--- config.mk ---
export PLATFORM = sky130hd
export DESIGN_NAME = request_retry_timeout_table_top_flat
export DESIGN_NICKNAME = d
export VERILOG_FILES = /design/src/sv/rrtt_pkg.sv /design/src/sv/rrtt_if.sv /design/src/sv/rrtt_ram.sv /design/src/sv/request_retry_timeout_table_top.sv /design/src/flat_wrapper.sv
export SDC_FILE = /design/constraint.sdc
export NUM_CORES = 2
export LEC_CHECK = 0
export BUFFER_PORTS_ARGS = -buffer_cell sky130_fd_sc_hd__buf_2
export CORE_ASPECT_RATIO = 0.7
export CORE_MARGIN = 4
export CORE_UTILIZATION = 35
export CTS_CLUSTER_DIAMETER = 150
export DETAILED_ROUTE_END_ITERATION = 8
export SLEW_MARGIN = 30
export SYNTH_ARGS = -nofsm -noshare
export SYNTH_HDL_FRONTEND = slang
export SYNTH_SLANG_ARGS = --single-unit
--- constraint.sdc ---
create_clock -name clk -period 18.5 [get_ports clk]
set_input_delay 0.925 -clock clk [delete_from_list [all_inputs] [get_ports clk]]
set_output_delay 0.925 -clock clk [all_outputs]
set_load 0.05 [all_outputs]
--- src/sv/rrtt_pkg.sv ---
// Package for the request retry timeout table.
// Holds opcodes, event codes, table sizing and the entry record type.
package rrtt_pkg;

  localparam int TABLE_DEPTH = 16;
  localparam int SLOT_W = $clog2(TABLE_DEPTH);
  localparam int CNT_W = $clog2(TABLE_DEPTH + 1);

  localparam logic [2:0] OP_SEND = 3'd0;
  localparam logic [2:0] OP_RESPONSE = 3'd1;
  localparam logic [2:0] OP_CANCEL = 3'd2;
  localparam logic [2:0] OP_FLUSH = 3'd3;
  localparam logic [2:0] OP_TICK = 3'd4;

  localparam logic [3:0] EV_ACCEPTED = 4'd0;
  localparam logic [3:0] EV_BAD_ID = 4'd1;
  localparam logic [3:0] EV_FULL = 4'd2;
  localparam logic [3:0] EV_RESPONSE = 4'd3;
  localparam logic [3:0] EV_UNKNOWN = 4'd4;
  localparam logic [3:0] EV_CANCELLED = 4'd5;
  localparam logic [3:0] EV_RETRY = 4'd6;
  localparam logic [3:0] EV_TIMEOUT = 4'd7;
  localparam logic [3:0] EV_DONE = 4'd8;

  localparam logic CFG_INTERVAL = 1'b0;
  localparam logic CFG_LIMIT = 1'b1;

  // One stored table entry; the valid bit lives in flip-flops.
  typedef struct packed {
    logic [31:0] id;
    logic [7:0]  kind;
    logic        no_resend;
    logic [3:0]  retries;
    logic [31:0] sent_at;
  } entry_t;

  typedef struct packed {
    logic [2:0]  opcode;
    logic [31:0] request_id;
    logic [7:0]  content_kind;
    logic        skip_resend;
    logic        response_error;
    logic [31:0] now_ms;
  } req_t;

  typedef struct packed {
    logic [3:0]  event_res;
    logic [31:0] result_id;
    logic [3:0]  slot;
    logic        error_relay;
    logic [4:0]  removed_count;
    logic        last;
  } rsp_t;

endpackage

--- src/sv/rrtt_if.sv ---
// Valid/ready channel interfaces for request and result words.
// The payload fields are declared directly; rrtt_pkg is not used here.
interface rrtt_req_if;
  logic valid;
  logic ready;
  logic [2:0] opcode;
  logic [31:0] request_id;
  logic [7:0] content_kind;
  logic skip_resend;
  logic response_error;
  logic [31:0] now_ms;
  modport source (output valid, opcode, request_id, content_kind, skip_resend,
                  response_error, now_ms, input ready);
  modport sink (input valid, opcode, request_id, content_kind, skip_resend,
                response_error, now_ms, output ready);
endinterface

interface rrtt_rsp_if;
  logic valid;
  logic ready;
  logic [3:0] event_res;
  logic [31:0] result_id;
  logic [3:0] slot;
  logic error_relay;
  logic [4:0] removed_count;
  logic last;
  modport source (output valid, event_res, result_id, slot, error_relay,
                  removed_count, last, input ready);
  modport sink (input valid, event_res, result_id, slot, error_relay,
                removed_count, last, output ready);
endinterface

--- src/sv/rrtt_ram.sv ---
// Single-port-write, single-read synchronous entry memory with a registered read.
// Depends on rrtt_pkg for the entry type and depth.
module rrtt_ram (
  input  logic                          clk,
  input  logic                          we,
  input  logic [rrtt_pkg::SLOT_W-1:0]   waddr,
  input  rrtt_pkg::entry_t              wdata,
  input  logic [rrtt_pkg::SLOT_W-1:0]   raddr,
  output rrtt_pkg::entry_t              rdata
);

  rrtt_pkg::entry_t mem [rrtt_pkg::TABLE_DEPTH];

  // Write port and registered read port.
  always_ff @(posedge clk) begin
    if (we) begin
      mem[waddr] <= wdata;
    end
    rdata <= mem[raddr];
  end

endmodule

--- src/sv/request_retry_timeout_table_top.sv ---
// Top level of the request retry timeout table.
// Depends on rrtt_pkg, rrtt_if and rrtt_ram.
//
// Usage: request words arrive on req (valid/ready); each word is an opcode
// with its id, kind, flags and the current time. Results leave on rsp, one
// word per event, with last set on the final word of a request. Send,
// response and cancel give one word, flush gives one, tick gives one per
// stale entry that times out or may be resent, and a closing done word.
// The entry table is one synchronous memory walked one slot per cycle while
// the output register is free: every valid request (opcodes 0 to 4) sweeps
// all TABLE_DEPTH slots, and the next request is accepted only once the
// closing word of the last one has been taken. Unused opcodes are dropped.
// A send or lookup finishes its sweep before writing the table.
// Results wait in an output register; while the receiver stalls, the sweep
// pauses on that slot. Reset clears all valid bits and restores the
// registers to an interval of 10000 ms and a limit of 5. Configuration is
// written through cfg_we/cfg_index/cfg_data, by the user only while idle; the block does not enforce this.
module request_retry_timeout_table_top (
  input  logic        clk,
  input  logic        rst,
  input  logic        cfg_we,
  input  logic        cfg_index,
  input  logic [15:0] cfg_data,
  rrtt_req_if.sink    req,
  rrtt_rsp_if.source  rsp
);

  localparam int SW = rrtt_pkg::SLOT_W;
  localparam int CW = rrtt_pkg::CNT_W;

  typedef enum logic [3:0] {
    S_IDLE  = 4'b0001,
    S_SCAN  = 4'b0010,
    S_FIN   = 4'b0100,
    S_OUT   = 4'b1000
  } state_t;

  state_t state;
  rrtt_pkg::req_t cur;
  logic [15:0] interval;
  logic [3:0] limit;
  logic [rrtt_pkg::TABLE_DEPTH-1:0] valid_bits;
  logic [SW:0] rd_ptr;
  logic [SW-1:0] cmp_slot;
  logic cmp_live;
  logic found;
  logic [SW-1:0] found_slot;
  logic have_free;
  logic [SW-1:0] free_slot;
  logic [CW-1:0] removed;
  logic out_valid;
  rrtt_pkg::rsp_t out_word;

  logic ram_we;
  logic [SW-1:0] ram_waddr;
  rrtt_pkg::entry_t ram_wdata;
  logic [SW-1:0] ram_raddr;
  rrtt_pkg::entry_t ram_rdata;

  rrtt_ram u_ram (
    .clk(clk), .we(ram_we), .waddr(ram_waddr), .wdata(ram_wdata),
    .raddr(ram_raddr), .rdata(ram_rdata)
  );

  assign req.ready = (state == S_IDLE);
  assign rsp.valid = out_valid;
  assign rsp.event_res = out_word.event_res;
  assign rsp.result_id = out_word.result_id;
  assign rsp.slot = out_word.slot;
  assign rsp.error_relay = out_word.error_relay;
  assign rsp.removed_count = out_word.removed_count;
  assign rsp.last = out_word.last;

  // Per-slot evaluation of the entry that was read last cycle.
  logic [31:0] age;
  logic slot_valid, id_hit, stale, times_out, kind_hit, out_free;
  always_comb begin
    slot_valid = valid_bits[cmp_slot];
    id_hit = slot_valid && (ram_rdata.id == cur.request_id);
    kind_hit = slot_valid && (ram_rdata.kind == cur.content_kind);
    age = cur.now_ms - ram_rdata.sent_at;
    stale = slot_valid && (age > {16'd0, interval});
    times_out = stale && (ram_rdata.retries > limit);
    out_free = !out_valid || rsp.ready;
  end

  // A stalled sweep keeps reading the slot under comparison so its data holds.
  assign ram_raddr = (state == S_SCAN && cmp_live && !out_free) ? cmp_slot :
                     rd_ptr[SW-1:0];

  // Tick write-back of a retried entry, and the write of a newly sent entry.
  always_comb begin
    ram_we = 1'b0;
    ram_waddr = cmp_slot;
    ram_wdata = ram_rdata;
    if (state == S_SCAN && cmp_live && cur.opcode == rrtt_pkg::OP_TICK &&
        stale && !times_out && out_free) begin
      ram_we = 1'b1;
      ram_wdata.retries = (ram_rdata.retries == 4'hF) ? 4'hF : ram_rdata.retries + 4'd1;
      ram_wdata.sent_at = cur.now_ms;
    end else if (state == S_FIN && cur.opcode == rrtt_pkg::OP_SEND &&
                 cur.request_id != 32'd0 && !found && have_free) begin
      ram_we = 1'b1;
      ram_waddr = free_slot;
      ram_wdata.id = cur.request_id;
      ram_wdata.kind = cur.content_kind;
      ram_wdata.no_resend = cur.skip_resend;
      ram_wdata.retries = 4'd0;
      ram_wdata.sent_at = cur.now_ms;
    end
  end

  // Configuration registers.
  always_ff @(posedge clk) begin
    if (rst) begin
      interval <= 16'd10000;
      limit <= 4'd5;
    end else if (cfg_we) begin
      unique case (cfg_index)
        rrtt_pkg::CFG_INTERVAL: interval <= cfg_data;
        rrtt_pkg::CFG_LIMIT: limit <= cfg_data[3:0];
        default: ;
      endcase
    end
  end

  // Sequencer: one slot compared per cycle while the output register is free, results through the output register.
  always_ff @(posedge clk) begin
    if (rst) begin
      state <= S_IDLE;
      valid_bits <= '0;
      out_valid <= 1'b0;
      rd_ptr <= '0;
      cmp_live <= 1'b0;
    end else begin
      if (out_valid && rsp.ready) begin
        out_valid <= 1'b0;
      end
      unique case (state)
        S_IDLE: begin
          if (req.valid) begin
            cur <= '{req.opcode, req.request_id, req.content_kind, req.skip_resend,
                     req.response_error, req.now_ms};
            rd_ptr <= '0;
            cmp_live <= 1'b0;
            found <= 1'b0;
            have_free <= 1'b0;
            removed <= '0;
            if (req.opcode <= rrtt_pkg::OP_TICK) begin
              state <= S_SCAN;
            end
          end
        end
        S_SCAN: begin
          if (!cmp_live || out_free) begin
            if (cmp_live) begin
              case (cur.opcode)
                rrtt_pkg::OP_SEND, rrtt_pkg::OP_RESPONSE, rrtt_pkg::OP_CANCEL: begin
                  if (id_hit && !found) begin
                    found <= 1'b1;
                    found_slot <= cmp_slot;
                  end
                  if (!slot_valid && !have_free) begin
                    have_free <= 1'b1;
                    free_slot <= cmp_slot;
                  end
                end
                rrtt_pkg::OP_FLUSH: begin
                  if (kind_hit) begin
                    valid_bits[cmp_slot] <= 1'b0;
                    removed <= removed + CW'(1);
                  end
                end
                default: begin
                  if (times_out) begin
                    valid_bits[cmp_slot] <= 1'b0;
                    removed <= removed + CW'(1);
                    out_valid <= 1'b1;
                    out_word <= '{rrtt_pkg::EV_TIMEOUT, ram_rdata.id, 4'(cmp_slot),
                                  1'b0, 5'd0, 1'b0};
                  end else if (stale && !ram_rdata.no_resend) begin
                    out_valid <= 1'b1;
                    out_word <= '{rrtt_pkg::EV_RETRY, ram_rdata.id, 4'(cmp_slot),
                                  1'b0, 5'd0, 1'b0};
                  end
                end
              endcase
            end
            if (rd_ptr == (SW+1)'(rrtt_pkg::TABLE_DEPTH)) begin
              cmp_live <= 1'b0;
              state <= S_FIN;
            end else begin
              cmp_slot <= rd_ptr[SW-1:0];
              cmp_live <= 1'b1;
              rd_ptr <= rd_ptr + (SW+1)'(1);
            end
          end
        end
        S_FIN: begin
          if (out_free) begin
            out_valid <= 1'b1;
            state <= S_OUT;
            case (cur.opcode)
              rrtt_pkg::OP_SEND: begin
                if (cur.request_id == 32'd0 || found) begin
                  out_word <= '{rrtt_pkg::EV_BAD_ID, cur.request_id, 4'd0, 1'b0, 5'd0, 1'b1};
                end else if (!have_free) begin
                  out_word <= '{rrtt_pkg::EV_FULL, cur.request_id, 4'd0, 1'b0, 5'd0, 1'b1};
                end else begin
                  valid_bits[free_slot] <= 1'b1;
                  out_word <= '{rrtt_pkg::EV_ACCEPTED, cur.request_id, 4'(free_slot),
                                1'b0, 5'd0, 1'b1};
                end
              end
              rrtt_pkg::OP_RESPONSE, rrtt_pkg::OP_CANCEL: begin
                if (!found) begin
                  out_word <= '{rrtt_pkg::EV_UNKNOWN, cur.request_id, 4'd0, 1'b0, 5'd0, 1'b1};
                end else begin
                  valid_bits[found_slot] <= 1'b0;
                  out_word <= '{(cur.opcode == rrtt_pkg::OP_RESPONSE) ?
                                rrtt_pkg::EV_RESPONSE : rrtt_pkg::EV_CANCELLED,
                                cur.request_id, 4'(found_slot),
                                (cur.opcode == rrtt_pkg::OP_RESPONSE) &
                                cur.response_error, 5'd0, 1'b1};
                end
              end
              default: begin
                out_word <= '{rrtt_pkg::EV_DONE, 32'd0, 4'd0, 1'b0, 5'(removed), 1'b1};
              end
            endcase
          end
        end
        S_OUT: begin
          // Wait for the last word to drain so the next request sees a settled table.
          if (!out_valid || rsp.ready) begin
            state <= S_IDLE;
          end
        end
        default: state <= S_IDLE;
      endcase
    end
  end

  // Checks on the sequencer.
  a_ready_idle: assert property (@(posedge clk) disable iff (rst)
    req.ready |-> (state == S_IDLE)) else $error("ready outside idle");
  a_hold: assert property (@(posedge clk) disable iff (rst)
    (rsp.valid && !rsp.ready) |=> rsp.valid) else $error("result dropped");
  a_done_last: assert property (@(posedge clk) disable iff (rst)
    (rsp.valid && rsp.event_res == rrtt_pkg::EV_DONE) |-> rsp.last)
    else $error("done without last");
  a_scan_last: assert property (@(posedge clk) disable iff (rst)
    (rsp.valid && (rsp.event_res == rrtt_pkg::EV_RETRY ||
     rsp.event_res == rrtt_pkg::EV_TIMEOUT)) |-> !rsp.last)
    else $error("tick word marked last");

endmodule

--- src/flat_wrapper.sv ---
// flat-port wrapper written by rule: the top's interface ports become plain ports
module request_retry_timeout_table_top_flat 
  (clk, rst, cfg_we, cfg_index, cfg_data, req_valid, req_opcode, req_request_id, req_content_kind, req_skip_resend, req_response_error, req_now_ms, req_ready, rsp_valid, rsp_event_res, rsp_result_id, rsp_slot, rsp_error_relay, rsp_removed_count, rsp_last, rsp_ready);
  rrtt_req_if req_i ();
  rrtt_rsp_if rsp_i ();
  input  logic clk;
  input  logic rst;
  input  logic cfg_we;
  input  logic cfg_index;
  input  logic [15:0] cfg_data;
  input wire logic [$bits(req_i.valid)-1:0] req_valid;
  input wire logic [$bits(req_i.opcode)-1:0] req_opcode;
  input wire logic [$bits(req_i.request_id)-1:0] req_request_id;
  input wire logic [$bits(req_i.content_kind)-1:0] req_content_kind;
  input wire logic [$bits(req_i.skip_resend)-1:0] req_skip_resend;
  input wire logic [$bits(req_i.response_error)-1:0] req_response_error;
  input wire logic [$bits(req_i.now_ms)-1:0] req_now_ms;
  output wire logic [$bits(req_i.ready)-1:0] req_ready;
  output wire logic [$bits(rsp_i.valid)-1:0] rsp_valid;
  output wire logic [$bits(rsp_i.event_res)-1:0] rsp_event_res;
  output wire logic [$bits(rsp_i.result_id)-1:0] rsp_result_id;
  output wire logic [$bits(rsp_i.slot)-1:0] rsp_slot;
  output wire logic [$bits(rsp_i.error_relay)-1:0] rsp_error_relay;
  output wire logic [$bits(rsp_i.removed_count)-1:0] rsp_removed_count;
  output wire logic [$bits(rsp_i.last)-1:0] rsp_last;
  input wire logic [$bits(rsp_i.ready)-1:0] rsp_ready;
  assign req_i.valid = req_valid;
  assign req_i.opcode = req_opcode;
  assign req_i.request_id = req_request_id;
  assign req_i.content_kind = req_content_kind;
  assign req_i.skip_resend = req_skip_resend;
  assign req_i.response_error = req_response_error;
  assign req_i.now_ms = req_now_ms;
  assign req_ready = req_i.ready;
  assign rsp_valid = rsp_i.valid;
  assign rsp_event_res = rsp_i.event_res;
  assign rsp_result_id = rsp_i.result_id;
  assign rsp_slot = rsp_i.slot;
  assign rsp_error_relay = rsp_i.error_relay;
  assign rsp_removed_count = rsp_i.removed_count;
  assign rsp_last = rsp_i.last;
  assign rsp_i.ready = rsp_ready;
  request_retry_timeout_table_top u_core (.clk(clk), .rst(rst), .cfg_we(cfg_we), .cfg_index(cfg_index), .cfg_data(cfg_data), .req(req_i), .rsp(rsp_i));
endmodule
==> impl_metrics.csv <==
group,metric,value,unit
grt,grt_pass1_wl,224,mm
timing,finalHoldViolCount,0,
timing,setup_viol_count_final,0,
synth,syn-num-nets,3611,
clock_network,cts_root_buf,"clkbuf_16",
synth,netlist_area,60300,um2
routing,drc,0,
floorplanning,dieArea,179000,um2
power_and_ir_drop,leakagePower,22.9,nW
final_layout,layout-drive-gt1-share,21.8,%
grt,grt_max_degree,108,
synth,yosys_most_used_dff,"edfxtp_1",
timing,worstMarginPinSlew,1030,ps
run,drv_cap,0,
synth,seq_area_frac_synth,72.6,%
routing,num_vias,32800,
clock_network,clock_latency,780,ps
clock_network,clk_pin_slew,60,ps
timing,fin_crit_sh,38.7,%
floorplanning,row_count,127,
outcome,status,"finished, final reports clean",
timing,max-slew-margin-rel,30.4,%
final_layout,syn2layout_area_growth,14.4,%
placement,port-buffer-count,147,
synth,ys_ff_latch,1499,
timing,slew_violations,0,
grt,track_usage,16.6,%
final_layout,utilization,40.3,%
placement,globalplace.congestion,0.849,
final_layout,diodes,0,
synth,yosysTopAreaCellShare,68.5,%
worst_setup_path,critPathLaunchType,"register",
synth,avgSynthCellArea,17.5,um2
routing,dr.pass1.iters,6,
clock_network,cts_sinks,1499,
worst_setup_path,crit_required,18920,ps
clock_network,h-tree-depth,4,
worst_setup_path,crit_type,"reg -> reg",
routing,routed_wl,151,mm
final_layout,fin_nets,3798,
routing,wl_per_cell,25.1,um
floorplanning,io_pins,148,
synth,synth_cells,3456,
clock_network,cts_hold_buffers,0,
routing,drt_iter0_markers,3362,
synth,netlist_top_cells_area,"edfxtp_1, mux4_2, dfxtp_1",
grt,grt_pass1_vias,32500,
clock_network,cts.path.max_buffers,3,
floorplanning,core,171000,um2
final_layout,fillCellCount,15300,
synth,synth_cell_types,83,
clock_network,cts_made_buffers,150,
grt,overflow,0,
placement,post-dp-hpwl,89.1,mm
power_and_ir_drop,power_per_cell_area,101,nW/um2
clock_network,cts_tree,"yes",
routing,postRouteAntennaNets,0,
timing,fin_skew,33.2,ps
power_and_ir_drop,peakVddDrop,77.5,uV
worst_setup_path,worst-path-max-fanout,39,
synth,synth_edf_count,1375,
grt,antenna_found_initial,4,
floorplanning,die_w,504,um
synth,synth_area_leader_cell,"edfxtp_1",
hold_path,min_path_type,"in -> reg",
floorplanning,start_util,35.2,%
worst_setup_path,arrival,7580,ps
timing,period_needed,7150,ps
routing,viasPerCell,5.44,
synth,synth-async-reset-ratio,0,%
floorplanning,die_h,355,um
synth,ys_warn_count,0,
timing,fin_setup_tns,0,ps
timing,max_freq,140,MHz
clock_network,cts_resized,0,
timing,rsz0062_at_grt,"no",
worst_setup_path,crit_path_end_kind,"register",
clock_network,cts_setup_buffers,0,
-- cells in the final DEF (no fill, tap or decap), types with 28 or more instances in the layout --
master     count
mux2_1        28
edfxtp_1    1375
mux4_2       313
ha_1          55
nand3_1       56
buf_2        148
a21oi_1       86
and2_1        92
o21ai_0       28
a31oi_1       85
buf_4         49
xor2_1        32
inv_1         75
dfxtp_1      124
clkbuf_16    151
nor2_1        59
clkbuf_1      36
a211oi_1      92
nand2_1      430
-- cells in the mapped netlist (4+ instances only) --
cell       instances
a221oi_1           4
a211oi_1          92
buf_1             17
and2_1            92
nor3_1            22
mux2_2             4
o221ai_1           5
mux2_1            28
o21a_1            16
nand3b_1           4
a41oi_1           21
o211ai_1           7
mux2i_1            9
inv_1             75
nor2b_1           22
nand4_1           26
o21bai_1           6
ha_1              55
buf_2             39
o22ai_1           12
a222oi_1           4
dfxtp_1          124
a211o_1            8
xor2_1            32
nand2b_1           7
o2111ai_1          6
edfxtp_1        1375
a211oi_2          11
nand2_1          431
xnor2_1           26
a31oi_1           86
o21ai_0           28
o21ai_1            4
a21o_1            16
nand3_1           57
buf_6              5
nor4_1            18
or3_1              6
clkbuf_1         119
and3_1            11
mux4_2           313
nor2_1            68
a21oi_1           89
-- routing by layer --
| layer | vias to the layer above | GRT usage [%] | share of wire (%) |
|---|---|---|---|
| met1 | 17100 | 25.0 | 46 |
| met2 | 1354 | 24.6 | 45 |
| met3 | 185 | 3.48 | 7.9 |
| met5 | - | 0 | 0 |
| met4 | 0 | 4.06 | 1.7 |
| li1 | 14100 | - | - |
-- area by class of cell --
cell class | count | area, um2 | area share (%)
clock buffer | 200 | 4090 | 5.92
clock inverter | 77 | 827 | 1.20
inverter | 77 | 289 | 0.419
multi-input combinational | 1699 | 15800 | 22.9
sequential | 1499 | 43800 | 63.4
tap | 2257 | 2820 | 4.09
timing repair buffer | 216 | 1390 | 2.01
-- through the flow --
stage / hold slack, ps / total power, mW / cells / worst slack, ps / area, um2
5_1_grt: 272 / 7.21 / 6025 / 10950 / 69000
3_5_place_dp: 453 / 4.02 / 5744 / 10840 / 64000
3_3_place_gp: 447 / 4.02 / 5742 / 10870 / 63900
6_report: 313 / 6.97 / 6025 / 11350 / 69000
2_1_floorplan: 406 / 3.93 / 3456 / 10690 / 60300
4_1_cts: 243 / 7.04 / 6021 / 11150 / 68900
-- logic make-up after synthesis --
family          synth area share, %
flops                          72.6
simple gates                   5.99
compound gates                 5.23
mux                            12.4
buf+inv                        1.75
xor+xnor                      0.842
fa+ha+maj                      1.17
-- power by group --
| part | internal [mW] | total, mW | switching, mW |
|---|---|---|---|
| Clock | 1.72 | 3.02 | 1.29 |
| Combinational | 0.0908 | 0.238 | 0.147 |
| Sequential | 3.69 | 3.71 | 0.0234 |
| Total | 5.50 | 6.97 | 1.46 |
-- registers in the layout, indices dropped and copies added (netlist names), 4 cells and up --
name and count:
u_core.cmp_slot 4, u_core.rsp.slot 4, u_core.rsp.result_id 32, u_core.found_slot 4, u_core.cur 77, u_core.valid_bits 16, u_core.u_ram.mem 1232, u_core.state 4
u_core.interval 16, u_core.removed 5, u_core.rd_ptr 5, u_core.limit 4, u_core.free_slot 4, u_core.rsp.event_res 4, u_core.rsp.removed_count 5, u_core.u_ram.rdata 77
-- worst max-delay path, cell delays in order (launching register included) --
cell and delay, ps:
edfxtp_1 320, inv_1 50, ha_1 210, fa_1 400, nand2b_1 180, a21oi_1 430
o21a_1 340, nor2_1 120, o21a_1 210, xnor2_1 130, ha_1 290, nand4_1 150
nor3_1 270, a32oi_1 190, nor4_1 380, nand4b_1 230, nor4_4 610, nand4_2 570
a32oi_1 590, buf_2 280, nor2_4 30, buf_4 320, buf_4 470
-- final timing paths --
| check | start | to | slack [ps] | cells past startpoint |
|---|---|---|---|---|
| worst max-delay path | u_core.cur[0] | u_core.u_ram.mem[15][28] | 11350 | 22 |
| worst min-delay path | req_request_id[0] | u_core.cur[42] | 310 | 1 |
| worst max register to register | u_core.cur[0] | u_core.u_ram.mem[15][28] | 11350 | 22 |
| worst min register to register | u_core.limit[1] | u_core.limit[1] | 460 | 2 |
(Power assumes the default switching activity.)
